## config.mk

```make
export PLATFORM = sky130hd
export DESIGN_NAME = ordered_list_store_engine_unit
export DESIGN_NICKNAME = d
export VERILOG_FILES = /design/src/rtl/core/olse_pkg.sv /design/src/rtl/core/olse_cmp.sv /design/src/rtl/core/ordered_list_store_engine_unit.sv
export SDC_FILE = /design/constraint.sdc
export NUM_CORES = 2
export LEC_CHECK = 0
export ABC_AREA = 1
export BUFFER_PORTS_ARGS = -buffer_cell sky130_fd_sc_hd__clkbuf_2
export CORE_UTILIZATION = 40
export CTS_CLUSTER_DIAMETER = 50
export DETAILED_ROUTE_END_ITERATION = 8
export GPL_TIMING_DRIVEN = 1
export SYNTH_ARGS = -nofsm -noshare
export SYNTH_HDL_FRONTEND = slang
export SYNTH_SLANG_ARGS = --single-unit
```

## constraint.sdc

```tcl
create_clock -name clk -period 5.1 [get_ports clk]
set_input_delay 0.51 -clock clk [delete_from_list [all_inputs] [get_ports clk]]
set_output_delay 0.51 -clock clk [all_outputs]
set_load 0.01 [all_outputs]
```

## src/rtl/core/olse_pkg.sv

```systemverilog
package olse_pkg;

  localparam int CAPACITY    = 64;
  localparam int VALUE_WIDTH = 32;
  localparam int ADDR_W      = $clog2(CAPACITY);
  localparam int CNT_W       = $clog2(CAPACITY + 1);

  typedef enum logic [2:0] {
    ACT_APPEND       = 3'd0,
    ACT_INSERT_AT    = 3'd1,
    ACT_REMOVE_AT    = 3'd2,
    ACT_REMOVE_VALUE = 3'd3,
    ACT_FIND_NTH     = 3'd4,
    ACT_FIND_LAST    = 3'd5,
    ACT_SORT         = 3'd6,
    ACT_CLEAR        = 3'd7
  } act_t;

  localparam logic [1:0] ST_OK        = 2'd0;
  localparam logic [1:0] ST_FULL      = 2'd1;
  localparam logic [1:0] ST_BAD_INDEX = 2'd2;
  localparam logic [1:0] ST_NOT_FOUND = 2'd3;

  localparam logic signed [6:0] NO_INDEX = -7'sd1;

  typedef struct packed {
    logic eq;
    logic gt;
  } cmp_res_t;

endpackage

```

## src/rtl/core/olse_cmp.sv

```systemverilog
// shared value comparator: equality for searches, greater-than for sort
module olse_cmp import olse_pkg::*; (
  input  logic [VALUE_WIDTH-1:0] a,
  input  logic [VALUE_WIDTH-1:0] b,
  output cmp_res_t               res
);

  assign res.eq = (a == b);
  assign res.gt = (a > b);

endmodule

```

## src/rtl/core/ordered_list_store_engine_unit.sv

```systemverilog
// Ordered list of up to 64 unsigned 32-bit values held in a single-port-read
// RAM, driven by a small sequencer around one shared comparator. One beat in
// gives one beat out. Append, clear and failing checks go straight to the
// done state; insert and remove move one entry at a time, a RAM read then a
// write; searches read one entry at a time; sort is a bubble sort. The RAM's
// registered read puts a read state before each move or compare. in_ready is
// high only while the sequencer is idle; a finished result waits in the
// output register while the next beat is taken.
module ordered_list_store_engine_unit import olse_pkg::*; (
  input  logic                     clk,
  input  logic                     rst_n,
  input  logic                     in_valid,
  output logic                     in_ready,
  input  logic [2:0]               in_action,
  input  logic [5:0]               in_position,
  input  logic [31:0]              in_item_value,
  input  logic [6:0]               in_occurrence,
  output logic                     out_valid,
  input  logic                     out_ready,
  output logic [1:0]               out_status,
  output logic signed [6:0]        out_found_index,
  output logic [31:0]              out_removed_value,
  output logic [6:0]               out_entry_count
);

  // sequencer states
  typedef enum logic [12:0] {
    S_IDLE     = 13'b0000000000001,
    S_SHUP     = 13'b0000000000010,
    S_SHUP_WR  = 13'b0000000000100,
    S_TAKE     = 13'b0000000001000,
    S_SHDN     = 13'b0000000010000,
    S_SHDN_WR  = 13'b0000000100000,
    S_SCAN     = 13'b0000001000000,
    S_SCAN_CHK = 13'b0000010000000,
    S_SORT_LD  = 13'b0000100000000,
    S_SORT_LDW = 13'b0001000000000,
    S_SORT     = 13'b0010000000000,
    S_SORT_CMP = 13'b0100000000000,
    S_DONE     = 13'b1000000000000
  } state_t;

  state_t state_r, state_nxt;

  // entry memory
  logic [VALUE_WIDTH-1:0] mem [CAPACITY];
  logic [VALUE_WIDTH-1:0] rd_data_r;
  logic [ADDR_W-1:0]      rd_addr, wr_addr;
  logic [VALUE_WIDTH-1:0] wr_data;
  logic                   we;

  // control and working registers
  logic [CNT_W-1:0]       cnt_r, cnt_nxt;
  act_t                   act_r, act_nxt;
  logic [ADDR_W-1:0]      pos_r, pos_nxt;
  logic [VALUE_WIDTH-1:0] val_r, val_nxt;
  logic [6:0]             occ_r, occ_nxt;
  logic [CNT_W-1:0]       idx_r, idx_nxt;
  logic [CNT_W-1:0]       lim_r, lim_nxt;
  logic [6:0]             seen_r, seen_nxt;
  logic [VALUE_WIDTH-1:0] hold_r, hold_nxt;
  logic [1:0]             res_status_r, res_status_nxt;
  logic signed [6:0]      res_found_r, res_found_nxt;
  logic [31:0]            res_removed_r, res_removed_nxt;

  // output register
  logic                   out_valid_r, out_valid_nxt;
  logic [1:0]             out_status_r;
  logic signed [6:0]      out_found_r;
  logic [31:0]            out_removed_r;
  logic [6:0]             out_count_r;
  logic                   out_load;

  logic [CNT_W-1:0]       idx_p1, idx_m1;
  logic [6:0]             seen_p1;
  logic                   sort_phase;
  logic [VALUE_WIDTH-1:0] cmp_a;
  cmp_res_t               cmp;

  assign idx_p1  = idx_r + 1'b1;
  assign idx_m1  = idx_r - 1'b1;
  assign seen_p1 = seen_r + 7'd1;

  // the comparator checks the search key, or the carried sort value
  assign sort_phase = (state_r == S_SORT_CMP);
  assign cmp_a      = sort_phase ? hold_r : val_r;

  olse_cmp u_cmp (
    .a   (cmp_a),
    .b   (rd_data_r),
    .res (cmp)
  );

  always_comb begin
    state_nxt       = state_r;
    cnt_nxt         = cnt_r;
    act_nxt         = act_r;
    pos_nxt         = pos_r;
    val_nxt         = val_r;
    occ_nxt         = occ_r;
    idx_nxt         = idx_r;
    lim_nxt         = lim_r;
    seen_nxt        = seen_r;
    hold_nxt        = hold_r;
    res_status_nxt  = res_status_r;
    res_found_nxt   = res_found_r;
    res_removed_nxt = res_removed_r;
    rd_addr         = idx_r[ADDR_W-1:0];
    wr_addr         = idx_r[ADDR_W-1:0];
    wr_data         = rd_data_r;
    we              = 1'b0;
    out_load        = 1'b0;

    unique case (state_r)
      S_IDLE: begin
        if (in_valid) begin
          act_nxt         = act_t'(in_action);
          pos_nxt         = in_position;
          val_nxt         = in_item_value;
          occ_nxt         = in_occurrence;
          res_status_nxt  = ST_OK;
          res_found_nxt   = NO_INDEX;
          res_removed_nxt = '0;
          idx_nxt         = '0;
          seen_nxt        = '0;
          state_nxt       = S_DONE;
          unique case (act_t'(in_action))
            ACT_APPEND: begin
              if (cnt_r == CNT_W'(CAPACITY)) begin
                res_status_nxt = ST_FULL;
              end else begin
                we      = 1'b1;
                wr_addr = cnt_r[ADDR_W-1:0];
                wr_data = in_item_value;
                cnt_nxt = cnt_r + 1'b1;
              end
            end
            ACT_INSERT_AT: begin
              if (cnt_r == CNT_W'(CAPACITY)) begin
                res_status_nxt = ST_FULL;
              end else if ({1'b0, in_position} > cnt_r) begin
                res_status_nxt = ST_BAD_INDEX;
              end else begin
                idx_nxt   = cnt_r;
                state_nxt = S_SHUP;
              end
            end
            ACT_REMOVE_AT: begin
              if ({1'b0, in_position} >= cnt_r) begin
                res_status_nxt = ST_BAD_INDEX;
              end else begin
                idx_nxt   = {1'b0, in_position};
                rd_addr   = in_position;
                state_nxt = S_TAKE;
              end
            end
            ACT_REMOVE_VALUE, ACT_FIND_NTH, ACT_FIND_LAST: begin
              res_status_nxt = ST_NOT_FOUND;
              state_nxt      = S_SCAN;
            end
            ACT_SORT: begin
              if (cnt_r >= CNT_W'(2)) begin
                lim_nxt   = cnt_r - 1'b1;
                state_nxt = S_SORT_LD;
              end
            end
            ACT_CLEAR: begin
              cnt_nxt = '0;
            end
          endcase
        end
      end

      // make room: move entries up from the end down to the insert point
      S_SHUP: begin
        if (idx_r == {1'b0, pos_r}) begin
          we        = 1'b1;
          wr_addr   = pos_r;
          wr_data   = val_r;
          cnt_nxt   = cnt_r + 1'b1;
          state_nxt = S_DONE;
        end else begin
          rd_addr   = idx_m1[ADDR_W-1:0];
          state_nxt = S_SHUP_WR;
        end
      end
      S_SHUP_WR: begin
        we        = 1'b1;
        idx_nxt   = idx_m1;
        state_nxt = S_SHUP;
      end

      S_TAKE: begin
        res_removed_nxt = rd_data_r;
        state_nxt       = S_SHDN;
      end

      // close the gap: move later entries down by one
      S_SHDN: begin
        if (idx_p1 >= cnt_r) begin
          cnt_nxt   = cnt_r - 1'b1;
          state_nxt = S_DONE;
        end else begin
          rd_addr   = idx_p1[ADDR_W-1:0];
          state_nxt = S_SHDN_WR;
        end
      end
      S_SHDN_WR: begin
        we        = 1'b1;
        idx_nxt   = idx_p1;
        state_nxt = S_SHDN;
      end

      S_SCAN: begin
        if (idx_r >= cnt_r) begin
          state_nxt = S_DONE;
        end else begin
          state_nxt = S_SCAN_CHK;
        end
      end
      S_SCAN_CHK: begin
        idx_nxt   = idx_p1;
        state_nxt = S_SCAN;
        if (cmp.eq) begin
          priority case (act_r)
            ACT_REMOVE_VALUE: begin
              res_status_nxt = ST_OK;
              res_found_nxt  = $signed(idx_r[6:0]);
              idx_nxt        = idx_r;
              state_nxt      = S_SHDN;
            end
            ACT_FIND_NTH: begin
              seen_nxt = seen_p1;
              if (seen_p1 == occ_r) begin
                res_status_nxt = ST_OK;
                res_found_nxt  = $signed(idx_r[6:0]);
                state_nxt      = S_DONE;
              end
            end
            default: begin
              // find last keeps the latest match
              res_status_nxt = ST_OK;
              res_found_nxt  = $signed(idx_r[6:0]);
            end
          endcase
        end
      end

      // bubble pass: carry the larger value toward the pass end
      S_SORT_LD: begin
        rd_addr   = '0;
        state_nxt = S_SORT_LDW;
      end
      S_SORT_LDW: begin
        hold_nxt  = rd_data_r;
        idx_nxt   = '0;
        state_nxt = S_SORT;
      end
      S_SORT: begin
        if (idx_r == lim_r) begin
          we      = 1'b1;
          wr_addr = lim_r[ADDR_W-1:0];
          wr_data = hold_r;
          lim_nxt = lim_r - 1'b1;
          if (lim_r == CNT_W'(1)) begin
            state_nxt = S_DONE;
          end else begin
            state_nxt = S_SORT_LD;
          end
        end else begin
          rd_addr   = idx_p1[ADDR_W-1:0];
          state_nxt = S_SORT_CMP;
        end
      end
      S_SORT_CMP: begin
        we        = 1'b1;
        wr_data   = cmp.gt ? rd_data_r : hold_r;
        hold_nxt  = cmp.gt ? hold_r : rd_data_r;
        idx_nxt   = idx_p1;
        state_nxt = S_SORT;
      end

      S_DONE: begin
        if (!out_valid_r || out_ready) begin
          out_load  = 1'b1;
          state_nxt = S_IDLE;
        end
      end
    endcase
  end

  assign out_valid_nxt = out_load | (out_valid_r & ~out_ready);

  always_ff @(posedge clk) begin
    if (!rst_n) begin
      state_r     <= S_IDLE;
      cnt_r       <= '0;
      out_valid_r <= 1'b0;
    end else begin
      state_r     <= state_nxt;
      cnt_r       <= cnt_nxt;
      out_valid_r <= out_valid_nxt;
    end
  end

  always_ff @(posedge clk) begin
    act_r         <= act_nxt;
    pos_r         <= pos_nxt;
    val_r         <= val_nxt;
    occ_r         <= occ_nxt;
    idx_r         <= idx_nxt;
    lim_r         <= lim_nxt;
    seen_r        <= seen_nxt;
    hold_r        <= hold_nxt;
    res_status_r  <= res_status_nxt;
    res_found_r   <= res_found_nxt;
    res_removed_r <= res_removed_nxt;
    if (out_load) begin
      out_status_r  <= res_status_r;
      out_found_r   <= res_found_r;
      out_removed_r <= res_removed_r;
      out_count_r   <= 7'(cnt_r);
    end
  end

  // entry ram, registered read
  always_ff @(posedge clk) begin
    if (we) begin
      mem[wr_addr] <= wr_data;
    end
    rd_data_r <= mem[rd_addr];
  end

  assign in_ready          = (state_r == S_IDLE);
  assign out_valid         = out_valid_r;
  assign out_status        = out_status_r;
  assign out_found_index   = out_found_r;
  assign out_removed_value = out_removed_r;
  assign out_entry_count   = out_count_r;

endmodule

```

==> reports/qor.yml <==
status: "finished clean"
via_count: 74000
rows: 185
syn_area_sq_mm: 0.103
initial_utilization_pct: 40.3
postRouteWirelength_microns: 325000
synth_ff_type: "edfxtp_1"
path_clk_slew_ns: 0.06
maxCapViolations: 0
setup_viol: 0
skew_ns: 0.103
grt_antenna_before_repair: 26
cts_tree: "done"
avgSynthCellArea_sq_um: 10.9
clk_latency_ns: 0.96
worst_setup_path_end_kind: "register"
core_sq_mm: 0.255
cp_max_fo: 91
area_growth_syn_to_layout_pct: 17.9
use_met1_pct: 33.4
synth-seq-cells: 2291
drtIter0Drc: 8977
yosysUniqueCellTypes: 57
dieArea_sq_mm: 0.259
setup-tns-final_ns: 0
num-nets-final: 9845
place_congestion: 0.930
syn_nets: 9540
placed_area_sq_mm: 0.111
cts_root_buffer: "clkbuf_16"
overflow: 0
critical_path_class: "reg2reg"
fin_ws_ns: 0.193
grt_start_max_net_pins: 98
final_area_sq_mm: 0.121
grtUsageMet2_pct: 39.1
drc: 0
ys_async_sr_fraction_pct: 0
worstPathArrival_ns: 5.73
drive_gt1_share_pct: 11.3
cp.required_ns: 5.92
hpwl_microns: 195000
yosysSeqAreaShare_pct: 66.4
numCtsBuffers: 287
fin_util_pct: 47.5
period_share_pct: 96.2
grtUsageTotal_pct: 24.8
via_per_inst: 5.56
fp.dieW_microns: 509
busiest_layer: "met2"
io_buffers: 101
clock_path_buffers: 4
ios: 102
avgRoutedWirePerCell_microns: 24.4
finalHoldViolations: 0
ys_warn_count: 0
fp.dieH_microns: 509
drtPass1Iterations: 8
fin_crit_ns: 4.91
post-place-ws_ns: 0.205
synth-edff-count: 2238
htreeDepth: 5
cts.sink_count: 2291
final_common_cell: "nand3_1"
first_global_vias: 70700
slew_headroom_pct: 45.2
min_path_type: "in2reg"
final_cell_mix: "2262 x nand3_1, 2238 x edfxtp_1, 1503 x nand2_1"
final_max_slew_viol_count: 0
drtAntennaViolNets: 0
met3_usage_pct: 4.20
worst_slew_pin_slew_ns: 0.822
fmax_ghz: 0.204
rsz0062_at_grt: "no"
grt_pass1_wl_microns: 474000
worst_setup_path_start_kind: "register"
netlist_instances: 9427
[worst max-delay path, stage by stage, from the launching register on]
cell and delay [ns]:
edfxtp_1 0.44, ha_1 0.24, nand4_1 0.13, nor2_1 0.14
xor2_1 0.22, ha_1 0.31, a21o_1 0.19, nor2_1 0.15
nand3_1 0.14, nand3_1 0.09, nand2_1 0.06, nor2_1 0.19
nand3_4 0.22, nand2_8 0.26, buf_16 0.33, buf_4 0.34
nand2_1 0.09, nand3_1 0.09, nand3_1 0.09, nand3_1 0.12
nand3_1 0.33, nand3_1 0.43, nand2_1 0.10
[registers in the layout (all words and copies together), names as in the netlist, 13 cells and up]
signal             count
out_removed_value     32
state_r               13
rd_data_r             32
res_removed_r         32
hold_r                32
val_r                 32
mem                 2048
[through the flow]
stage / cells / hold slack [ns]
6_report: 13300 / 0.291
5_1_grt: 13300 / 0.278
4_1_cts: 13300 / 0.233
3_5_place_dp: 12800 / 0.405
3_3_place_gp: 12800 / 0.403
2_1_floorplan: 9427 / 0.400
[final timing paths]
| path | slack (ns) | startpoint | end | depth (start not counted) |
|---|---|---|---|---|
| worst max register to register | 0.19 | idx_r[0] | rd_data_r[16] | 22 |
| worst min register to register | 0.38 | res_removed_r[10] | out_removed_value[10] | 0 |
| worst max-delay path | 0.19 | idx_r[0] | rd_data_r[16] | 22 |
| worst min-delay path | 0.29 | in_occurrence[6] | occ_r[6] | 2 |
[cells in the mapped netlist, drive strengths merged (21+ instances only)]
library cell,instances,share of area [%]
dfxtp,53,1.0
o21ai,92,0.45
edfxtp,2238,65
a221oi,35,0.30
nor2,221,0.84
a21oi,42,0.22
nand2,1511,5.5
buf,376,1.8
o211ai,38,0.28
inv,1379,5.0
clkbuf,222,0.81
ha,61,0.74
nand3,2265,11
xor2,21,0.18
nand3b,766,5.6
[cell families after synthesis]
logic type      count (synthesis)  share of synthesized area (%)
mux                             1                        0.00974
simple gates                 4809                           23.3
buf+inv                      1980                           7.67
xor+xnor                       31                          0.264
fa+ha+maj                      61                          0.743
flops                        2291                           66.4
compound gates                254                           1.59
[timing repair]
action,CTS,global route
buffers inserted,0,2
endpoints found under the setup margin,0,4
gates resized for setup,0,2
hold buffers,51,0
endpoints found under the hold margin,58,0
[routing by layer]
metal  wire length [microns]  up-vias
met5                      78        -
met4                   15400       12
met3                   28700      651
met2                  148000     3699
met1                  133000    36500
li1                        -    33200
[cell type report]
cell class,count,area (sq um)
repair buffers,614,7070
multi-input cells,5156,27200
diodes,10,25.0
well taps,3366,4210
clock inverters,154,1480
inverters,1382,5200
clock buffers,344,7680
flip-flops and latches,2291,68300
fillers,22600,134000
Power is not shown: default switching activity piles up to over one toggle a cycle in this logic, so the estimate is an artifact.
